==> src/rtl/core/edf_tick_scheduler_unit_defines.svh <==
// Assertion macros shared by the EDF tick scheduler RTL.
// Expects a clock named clk and an active-low reset named arst_n in scope.
`ifndef EDF_TICK_SCHEDULER_UNIT_DEFINES_SVH
`define EDF_TICK_SCHEDULER_UNIT_DEFINES_SVH

// Same-cycle implication, disabled during reset
`define EDFTS_ASSERT_IMPL(label, ante, cons, msg) \
	label: assert property (@(posedge clk) disable iff (!arst_n) (ante) |-> (cons)) \
		else $error(msg);

// Next-cycle implication, disabled during reset
`define EDFTS_ASSERT_NEXT(label, ante, cons, msg) \
	label: assert property (@(posedge clk) disable iff (!arst_n) (ante) |=> (cons)) \
		else $error(msg);

`endif

==> src/rtl/core/edfts_pkg.sv <==
// Shared types and constants for the EDF tick scheduler.
// No dependencies; used by every module of the block.
package edfts_pkg;

	localparam int TIME_BITS     = 16;
	localparam int TTD_W         = TIME_BITS + 1;
	localparam int TICK_W        = 32;
	localparam int SLOT_FIELD_W  = 3;
	localparam int TASK_COUNT_W  = 4;
	localparam int MAX_SLOTS_DEF = 8;
	localparam int QUEUE_DEPTH   = 2;
	localparam int APB_ADDR_W    = 3;
	localparam int APB_DATA_W    = 32;

	// Request kinds
	localparam logic REQ_LOAD = 1'b0;
	localparam logic REQ_TICK = 1'b1;

	// Register index, taken from paddr[2]
	localparam logic REG_TASK_COUNT = 1'b0;

	// Most negative time-to-deadline value
	localparam logic signed [TTD_W-1:0] TTD_MIN = {1'b1, {TIME_BITS{1'b0}}};

	typedef struct packed {
		logic                    req_type;
		logic [SLOT_FIELD_W-1:0] slot;
		logic [TIME_BITS-1:0]    exec_time;
		logic [TIME_BITS-1:0]    rel_deadline;
		logic [TIME_BITS-1:0]    period;
	} in_item_t;

	typedef struct packed {
		logic [SLOT_FIELD_W-1:0] run_slot;
		logic                    idle;
		logic [TICK_W-1:0]       tick_time;
	} out_item_t;

	// Classified command passed from the front end to the engine
	typedef struct packed {
		logic                    req_type;
		logic [SLOT_FIELD_W-1:0] slot;
		logic [TIME_BITS-1:0]    exec_time;
		logic [TIME_BITS-1:0]    rel_deadline;
		logic [TIME_BITS-1:0]    period;
	} cmd_t;

endpackage

==> src/rtl/core/edfts_front.sv <==
// Front end of the EDF tick scheduler: accepts input transactions and classifies them.
// Depends on edfts_pkg; feeds edfts_queue.
module edfts_front #(
	parameter int MAX_SLOTS = edfts_pkg::MAX_SLOTS_DEF
) (
	input  logic                in_valid,
	output logic                in_stall,
	input  edfts_pkg::in_item_t in_item,
	input  logic                queue_full,
	output logic                push_valid,
	output edfts_pkg::cmd_t     push_cmd
);

	logic is_tick;
	logic slot_ok;

	// Classify: ticks always go on, loads only for slots that exist
	assign is_tick = (in_item.req_type == edfts_pkg::REQ_TICK);
	assign slot_ok = (32'(in_item.slot) < 32'(MAX_SLOTS));

	assign in_stall   = queue_full;
	assign push_valid = in_valid && (is_tick || slot_ok);

	// Build the command
	always_comb begin
		push_cmd.req_type     = in_item.req_type;
		push_cmd.slot         = in_item.slot;
		push_cmd.exec_time    = in_item.exec_time;
		push_cmd.rel_deadline = in_item.rel_deadline;
		push_cmd.period       = in_item.period;
	end

endmodule

==> src/rtl/core/edfts_queue.sv <==
// Short command queue between the scheduler front end and its engine.
// Depends on edfts_pkg for the command type and depth.
module edfts_queue (
	input  logic            clk,
	input  logic            arst_n,
	input  logic            push_valid,
	input  edfts_pkg::cmd_t push_cmd,
	output logic            full,
	input  logic            pop,
	output logic            head_valid,
	output edfts_pkg::cmd_t head_cmd
);

	localparam int DEPTH = edfts_pkg::QUEUE_DEPTH;
	localparam int PTR_W = (DEPTH > 1) ? $clog2(DEPTH) : 1;
	localparam int CNT_W = $clog2(DEPTH + 1);

	edfts_pkg::cmd_t  entry_q [DEPTH];
	logic [PTR_W-1:0] wr_ptr_q;
	logic [PTR_W-1:0] rd_ptr_q;
	logic [CNT_W-1:0] count_q;
	logic             push_fire;
	logic             pop_fire;

	assign full       = (count_q == CNT_W'(DEPTH));
	assign head_valid = (count_q != '0);
	assign head_cmd   = entry_q[rd_ptr_q];
	assign push_fire  = push_valid && !full;
	assign pop_fire   = pop && head_valid;

	// Store payload
	always_ff @(posedge clk) begin
		if (push_fire) begin
			entry_q[wr_ptr_q] <= push_cmd;
		end
	end

	// Advance pointers and occupancy
	always_ff @(posedge clk or negedge arst_n) begin
		if (!arst_n) begin
			wr_ptr_q <= '0;
			rd_ptr_q <= '0;
			count_q  <= '0;
		end else begin
			if (push_fire) begin
				wr_ptr_q <= (wr_ptr_q == PTR_W'(DEPTH - 1)) ? '0 : wr_ptr_q + PTR_W'(1);
			end
			if (pop_fire) begin
				rd_ptr_q <= (rd_ptr_q == PTR_W'(DEPTH - 1)) ? '0 : rd_ptr_q + PTR_W'(1);
			end
			case ({push_fire, pop_fire})
				2'b10:   count_q <= count_q + CNT_W'(1);
				2'b01:   count_q <= count_q - CNT_W'(1);
				default: count_q <= count_q;
			endcase
		end
	end

endmodule

==> src/rtl/core/edfts_engine.sv <==
// Back end of the EDF tick scheduler: task tables, release, selection tree and output register.
// Depends on edfts_pkg and edf_tick_scheduler_unit_defines.svh.
`include "edf_tick_scheduler_unit_defines.svh"

module edfts_engine #(
	parameter int MAX_SLOTS = edfts_pkg::MAX_SLOTS_DEF
) (
	input  logic                                  clk,
	input  logic                                  arst_n,
	input  logic [edfts_pkg::TASK_COUNT_W-1:0]    task_count,
	input  logic                                  cmd_valid,
	input  edfts_pkg::cmd_t                       cmd,
	output logic                                  cmd_pop,
	output logic                                  out_valid,
	input  logic                                  out_stall,
	output edfts_pkg::out_item_t                  out_item
);

	localparam int TB     = edfts_pkg::TIME_BITS;
	localparam int TW     = edfts_pkg::TTD_W;
	localparam int SLOT_W = (MAX_SLOTS > 1) ? $clog2(MAX_SLOTS) : 1;
	localparam int LEAVES = 1 << SLOT_W;

	localparam logic ST_RUN  = 1'b0;
	localparam logic ST_PICK = 1'b1;

	logic                        state_q;
	logic [TB-1:0]               exec_q   [MAX_SLOTS];
	logic [TB-1:0]               dl_q     [MAX_SLOTS];
	logic [TB-1:0]               period_q [MAX_SLOTS];
	logic [TB-1:0]               phase_q  [MAX_SLOTS];
	logic [TB-1:0]               budget_q [MAX_SLOTS];
	logic signed [TW-1:0]        ttd_q    [MAX_SLOTS];
	logic [edfts_pkg::TICK_W-1:0] tick_q;
	logic                        out_valid_q;
	edfts_pkg::out_item_t        out_q;

	logic [MAX_SLOTS-1:0]        active;
	logic [MAX_SLOTS-1:0]        enabled;
	logic [MAX_SLOTS-1:0]        release_en;
	logic [MAX_SLOTS-1:0]        eligible;
	logic [TB:0]                 phase_inc [MAX_SLOTS];
	logic [TB-1:0]               phase_nxt [MAX_SLOTS];
	logic signed [TW-1:0]        ttd_nxt   [MAX_SLOTS];

	logic                        nd_v [2*LEAVES];
	logic signed [TW-1:0]        nd_t [2*LEAVES];
	logic [SLOT_W-1:0]           nd_i [2*LEAVES];
	logic                        found;
	logic [SLOT_W-1:0]           pick;

	logic                        is_load;
	logic [SLOT_W-1:0]           wr_slot;
	logic                        res_load;

	assign is_load  = (cmd.req_type == edfts_pkg::REQ_LOAD);
	assign wr_slot  = SLOT_W'(cmd.slot);
	assign cmd_pop  = (state_q == ST_RUN) && cmd_valid;
	assign res_load = (state_q == ST_PICK) && (!out_valid_q || !out_stall);

	// Per-slot status and next phase / deadline values
	always_comb begin
		for (int i = 0; i < MAX_SLOTS; i++) begin
			active[i]     = (32'(task_count) > 32'(i));
			enabled[i]    = active[i] && (period_q[i] != '0);
			release_en[i] = enabled[i] && (phase_q[i] == '0);
			eligible[i]   = active[i] && (budget_q[i] != '0);
			phase_inc[i]  = {1'b0, phase_q[i]} + (TB+1)'(1);
			phase_nxt[i]  = (phase_inc[i] >= {1'b0, period_q[i]}) ? '0 : phase_inc[i][TB-1:0];
			ttd_nxt[i]    = (ttd_q[i] == edfts_pkg::TTD_MIN) ? ttd_q[i] : ttd_q[i] - TW'(1);
		end
	end

	// Selection tree: right child wins only on a strictly earlier deadline
	always_comb begin
		for (int k = 0; k < 2*LEAVES; k++) begin
			nd_v[k] = 1'b0;
			nd_t[k] = '0;
			nd_i[k] = '0;
		end
		for (int k = 0; k < LEAVES; k++) begin
			nd_i[LEAVES+k] = SLOT_W'(k);
			if (k < MAX_SLOTS) begin
				nd_v[LEAVES+k] = eligible[k];
				nd_t[LEAVES+k] = ttd_q[k];
			end
		end
		for (int k = LEAVES-1; k >= 1; k--) begin
			if (nd_v[2*k+1] && (!nd_v[2*k] || (nd_t[2*k+1] < nd_t[2*k]))) begin
				nd_t[k] = nd_t[2*k+1];
				nd_i[k] = nd_i[2*k+1];
			end else begin
				nd_t[k] = nd_t[2*k];
				nd_i[k] = nd_i[2*k];
			end
			nd_v[k] = nd_v[2*k] || nd_v[2*k+1];
		end
	end

	assign found = nd_v[1];
	assign pick  = nd_i[1];

	// Task tables and result payload
	always_ff @(posedge clk) begin
		if ((state_q == ST_RUN) && cmd_valid && is_load) begin
			exec_q[wr_slot] <= cmd.exec_time;
			dl_q[wr_slot]   <= cmd.rel_deadline;
		end
		if (res_load) begin
			out_q.run_slot  <= found ? edfts_pkg::SLOT_FIELD_W'(pick) : '0;
			out_q.idle      <= !found;
			out_q.tick_time <= tick_q;
		end
	end

	// Scheduler state: load, release, then select and advance
	always_ff @(posedge clk or negedge arst_n) begin
		if (!arst_n) begin
			state_q     <= ST_RUN;
			out_valid_q <= 1'b0;
			tick_q      <= '0;
			for (int i = 0; i < MAX_SLOTS; i++) begin
				period_q[i] <= '0;
				phase_q[i]  <= '0;
				budget_q[i] <= '0;
				ttd_q[i]    <= '0;
			end
		end else begin
			// Hold the result until taken, then load the next one
			if (res_load) begin
				out_valid_q <= 1'b1;
			end else if (out_valid_q && !out_stall) begin
				out_valid_q <= 1'b0;
			end
			case (state_q)
				ST_RUN: begin
					if (cmd_valid) begin
						if (is_load) begin
							period_q[wr_slot] <= cmd.period;
							phase_q[wr_slot]  <= '0;
							budget_q[wr_slot] <= '0;
						end else begin
							for (int i = 0; i < MAX_SLOTS; i++) begin
								if (release_en[i]) begin
									budget_q[i] <= exec_q[i];
									ttd_q[i]    <= signed'({1'b0, dl_q[i]});
								end
							end
							state_q <= ST_PICK;
						end
					end
				end
				ST_PICK: begin
					if (res_load) begin
						for (int i = 0; i < MAX_SLOTS; i++) begin
							if (enabled[i]) begin
								phase_q[i] <= phase_nxt[i];
								ttd_q[i]   <= ttd_nxt[i];
							end
							if (found && (pick == SLOT_W'(i))) begin
								budget_q[i] <= budget_q[i] - TB'(1);
							end
						end
						tick_q      <= tick_q + edfts_pkg::TICK_W'(1);
						state_q     <= ST_RUN;
					end
				end
				default: begin
					state_q <= ST_RUN;
				end
			endcase
		end
	end

	assign out_valid = out_valid_q;
	assign out_item  = out_q;

	`EDFTS_ASSERT_IMPL(a_pop_needs_cmd, cmd_pop, cmd_valid, "engine popped an empty queue")
	`EDFTS_ASSERT_NEXT(a_tick_advance, res_load, tick_q == $past(tick_q) + 32'd1, "tick count did not advance with result")
	`EDFTS_ASSERT_IMPL(a_result_from_pick, $rose(out_valid_q), $past(state_q) == ST_PICK, "result appeared outside selection")
	`EDFTS_ASSERT_IMPL(a_idle_slot_zero, out_valid_q && out_q.idle, out_q.run_slot == '0, "idle result carries a slot")

endmodule

==> src/rtl/core/edf_tick_scheduler_unit.sv <==
// EDF tick scheduler: a load is handled in the engine's run state; a tick is released in the run state,
// then goes to selection through the comparator tree and advance of all slots in the pick state.
// A tick's result is registered in the pick state, which pops no command and waits for a free output register.
// One load per cycle while the engine is in its run state; a two-entry queue absorbs bursts.
// Reset: arst_n clears task_count, all periods, phases, budgets, time-to-deadline values and the tick count.
// Depends on edfts_pkg, edfts_front, edfts_queue and edfts_engine.
module edf_tick_scheduler_unit #(
	parameter int MAX_SLOTS = edfts_pkg::MAX_SLOTS_DEF
) (
	input  logic                              clk,
	input  logic                              arst_n,
	input  logic                              psel,
	input  logic                              penable,
	input  logic                              pwrite,
	input  logic [edfts_pkg::APB_ADDR_W-1:0]  paddr,
	input  logic [edfts_pkg::APB_DATA_W-1:0]  pwdata,
	output logic [edfts_pkg::APB_DATA_W-1:0]  prdata,
	output logic                              pready,
	input  logic                              in_valid,
	output logic                              in_stall,
	input  edfts_pkg::in_item_t               in_item,
	output logic                              out_valid,
	input  logic                              out_stall,
	output edfts_pkg::out_item_t              out_item
);

	logic [edfts_pkg::TASK_COUNT_W-1:0] task_count_q;
	logic            cfg_sel;
	logic            queue_full;
	logic            push_valid;
	edfts_pkg::cmd_t push_cmd;
	logic            head_valid;
	edfts_pkg::cmd_t head_cmd;
	logic            head_pop;

	assign pready  = 1'b1;
	assign cfg_sel = (paddr[2] == edfts_pkg::REG_TASK_COUNT);

	// Configuration register
	always_ff @(posedge clk or negedge arst_n) begin
		if (!arst_n) begin
			task_count_q <= '0;
		end else if (psel && penable && pwrite && pready && cfg_sel) begin
			task_count_q <= pwdata[edfts_pkg::TASK_COUNT_W-1:0];
		end
	end

	assign prdata = cfg_sel ? edfts_pkg::APB_DATA_W'(task_count_q) : '0;

	edfts_front #(
		.MAX_SLOTS(MAX_SLOTS)
	) u_front (
		.in_valid   (in_valid),
		.in_stall   (in_stall),
		.in_item    (in_item),
		.queue_full (queue_full),
		.push_valid (push_valid),
		.push_cmd   (push_cmd)
	);

	edfts_queue u_queue (
		.clk        (clk),
		.arst_n     (arst_n),
		.push_valid (push_valid),
		.push_cmd   (push_cmd),
		.full       (queue_full),
		.pop        (head_pop),
		.head_valid (head_valid),
		.head_cmd   (head_cmd)
	);

	edfts_engine #(
		.MAX_SLOTS(MAX_SLOTS)
	) u_engine (
		.clk        (clk),
		.arst_n     (arst_n),
		.task_count (task_count_q),
		.cmd_valid  (head_valid),
		.cmd        (head_cmd),
		.cmd_pop    (head_pop),
		.out_valid  (out_valid),
		.out_stall  (out_stall),
		.out_item   (out_item)
	);

endmodule

==> config.mk <==
export PLATFORM = sky130hd
export DESIGN_NAME = edf_tick_scheduler_unit
export DESIGN_NICKNAME = d
export VERILOG_FILES = /design/src/rtl/core/edfts_pkg.sv /design/src/rtl/core/edfts_front.sv /design/src/rtl/core/edfts_queue.sv /design/src/rtl/core/edfts_engine.sv /design/src/rtl/core/edf_tick_scheduler_unit.sv
export VERILOG_INCLUDE_DIRS = /design/src /design/src/rtl/core
export SDC_FILE = /design/constraint.sdc
export NUM_CORES = 2
export LEC_CHECK = 0
export ABC_AREA = 1
export BUFFER_PORTS_ARGS = -buffer_cell sky130_fd_sc_hd__buf_2
export CORE_MARGIN = 2
export CORE_UTILIZATION = 50
export DETAILED_ROUTE_END_ITERATION = 7
export HOLD_SLACK_MARGIN = 0.15
export PLACE_DENSITY = 0.72
export SLEW_MARGIN = 20
export SYNTH_ARGS = -nofsm -noshare
export SYNTH_HDL_FRONTEND = slang
export SYNTH_SLANG_ARGS = --single-unit
==> constraint.sdc <==
create_clock -name clk -period 12.6 [get_ports clk]
set_input_delay 2.52 -clock clk [delete_from_list [all_inputs] [get_ports clk]]
set_output_delay 2.52 -clock clk [all_outputs]
set_load 0.1 [all_outputs]
==> summary.txt <==
Main flop type after synthesis: dfrtp_1
Vias in the first global route: 41400
Status: completed
PortBufs: 105
Hold WC Path Type: reg -> reg
DR pass1 iterations: 7
Post-cts repair resize count: 0
Slew Viols, Final: 0
Root buffer cell: clkbuf_16
Ys async rst share: 0.5866
RSZ-0062 raised after global routing: no
Crit-path most repeated cell: nand2_1
Core box area: 0.1039 mm2
Slowest CP cell: o21ai_0
Crit path DAT: 9.41 ns
Most common cell after layout, fill and taps aside: nand2_1
Global-route wire length before repair: 223.4 mm
Htree depth: 3
Avg WL per Cell: 18.62 um
Vias: 43280
Layout area overhead: 10.36%
Iteration-0 DRC Markers: 3811
Syn avg cell area: 8.650 um2
Post-synth EDFFs: 396
Critical path type: reg -> reg
Hold Fails Final Rpt: 0
DRC violations left: 0
Top cells by area, synth: dfrtp_1 (27%), edfxtp_1 (23%), nand2_1 (9.2%)
Max incr delay on CP: 0.84 ns
Headroom to the max-slew limit: 0.2117
Max Clock Skew: 0.02961 ns
Fin crit share: 0.7006
Placed cell count: 7409
Most frequent cells in the layout: nand2_1 (1286), inv_1 (791), dfrtp_1 (560)
Max Cap Violations: 0
Initial antenna violation count: 1
Synth Register Bits: 958
Final setup fails: 0
Worst skew pair latency: 0.70 ns
Clk slew on worst S/H paths: 0.06 ns
Cells after synthesis: 6081
Postcts setup bufs: 0
Register area share after synthesis: 0.4934
Site Rows: 118
RD Place Congestion: 0.9409
YS warnings: 0
Setup_tns: 0 ns
CTS max path bufs: 3
I/O pin total: 165
GR Overflow Total: 0
Chip height: 328.4 um
Post-route non-filler standard cell count: 7605
Die area: 0.1078 mm2
Die W: 328.4 um
Antenna-violating nets left: 0
Largest area contributor in the netlist: dfrtp_1
Nets: 6502
Clock sinks: 958
DR vias/cell: 5.692
Initial core utilization: 0.5061
Largest net degree at the start of global routing: 172
Synthesized area: 0.05260 mm2
DPL Wire Length: 96.65 mm
Critical path peak fanout: 34
Gr usage total: 0.2611
Fraction of synthesized cell area taken by the top area cell type: 0.2674
Nature of the critical path startpoint: register
Tmin final: 8.827 ns
CTS tree: done
Fin util: 0.5585
Worst Setup End Kind: register
Critical path required time: 13.18 ns
Layout cells sized above 1: 0.06395
Final wirelength: 141.6 mm
Distinct cells, synth: 72
Max Freq: 113.3 MHz
Cts hold-fix bufs: 0
Num CTS Buffers: 103
Slew @ Worst Pin: 1.170 ns
cell type report:
class	count	area, um2
multi-input combinational	4120	22810
sequential	958	25960
fill	9186	45890
clock inverter	65	854.6
timing repair buffer	147	888.4
clock buffer	130	2789
inverter	804	3025
tap	1380	1727
antenna	1	2.502
flip-flops by register name, summed over array words and instances, names as in the netlist:
register            cells
u_engine.nd_t         136
u_engine.budget_q     128
u_engine.dl_q         128
u_engine.exec_q       128
u_engine.period_q     128
u_engine.phase_q      128
u_queue.entry_q       104
u_engine.out_item      36
u_engine.tick_q        32
task_count_q            4
u_queue.count_q         2
u_engine.out_valid      1
u_engine.state_q        1
u_queue.rd_ptr_q        1
u_queue.wr_ptr_q        1
layer usage:
| layer | wire [um] | vias up | track usage | share of wire |
|---|---|---|---|---|
| met4 | 4717 | 0 | 0.08914 | 0.033 |
| li1 | - | 20800 | - | - |
| met5 | 0 | - | 0 | 0 |
| met2 | 65470 | 1554 | 0.4272 | 0.46 |
| met1 | 61120 | 20660 | 0.3521 | 0.43 |
| met3 | 10320 | 269 | 0.04462 | 0.073 |
path summary, 6_finish.rpt:
check | from | to | slack (ns) | cells past startpoint
hold / removal | u_engine.tick_q[31]$_DFFE_PN0P_ | u_engine.tick_q[31]$_DFFE_PN0P_ | 0.47 | 1
setup / recovery | task_count_q[1]$_DFFE_PN0P_ | u_engine.budget_q[60]$_DFFE_PN0P_ | 3.77 | 30
min in group asynchronous | arst_n | u_engine.nd_t[106]$_DFFE_PN0P_ | 1.85 | 1
hold reg to reg | u_engine.tick_q[31]$_DFFE_PN0P_ | u_engine.tick_q[31]$_DFFE_PN0P_ | 0.47 | 1
max in group asynchronous | arst_n | u_engine.phase_q[53]$_DFFE_PN0P_ | 8.60 | 3
setup reg to reg | task_count_q[1]$_DFFE_PN0P_ | u_engine.budget_q[60]$_DFFE_PN0P_ | 3.77 | 30
cells in the mapped netlist, drive strengths merged, types with 48 or more instances:
cell and instances:
o21ai 560, nand3 289, xor2 159, o22ai 56, edfxtp 396, clkbuf 167, nor3 126, a22oi 48
a31oi 76, nor2 489, nand2 1303, dfrtp 562, a221oi 57, buf 59, nor4 80, inv 799
a21oi 205, ha 274, nand4 92, o32ai 50
worst max-delay path, delay by kind of cell (launching register included):
family / cells / cell delay (ns)
AOI/OAI and AO/OA: 9 / 3.55
and+or+nand+nor: 16 / 3.14
buffers and inverters: 3 / 0.83
adders and majority gates: 2 / 0.81
DFF: 1 / 0.37
stage by stage:
stage / hold WS [ns] / setup slack, ns / cell area, um2
4_1_cts: 0.4816 / 3.977 / 58050
5_1_grt: 0.4952 / 3.063 / 58050
2_1_floorplan: 0.4372 / 6.307 / 52700
3_5_place_dp: 0.4599 / 4.030 / 54410
6_report: 0.4748 / 3.773 / 58050
3_3_place_gp: 0.4537 / 4.197 / 54410
cell families (layout without fill, tap and decap cells):
group | after synthesis | in the layout | share of synthesized area
fa+ha+maj | 274 | 274 | 0.06517
flops | 958 | 958 | 0.4934
simple gates | 2416 | 2416 | 0.1951
xor+xnor | 189 | 189 | 0.03147
buf+inv | 1030 | 1146 | 0.07666
other cells | 2 | 30 | 0.0001428
compound gates | 1212 | 1212 | 0.1380
Power is left out: the tool's default activity adds up to more than one toggle a clock period on the data nets, which glitch-free logic cannot reach.
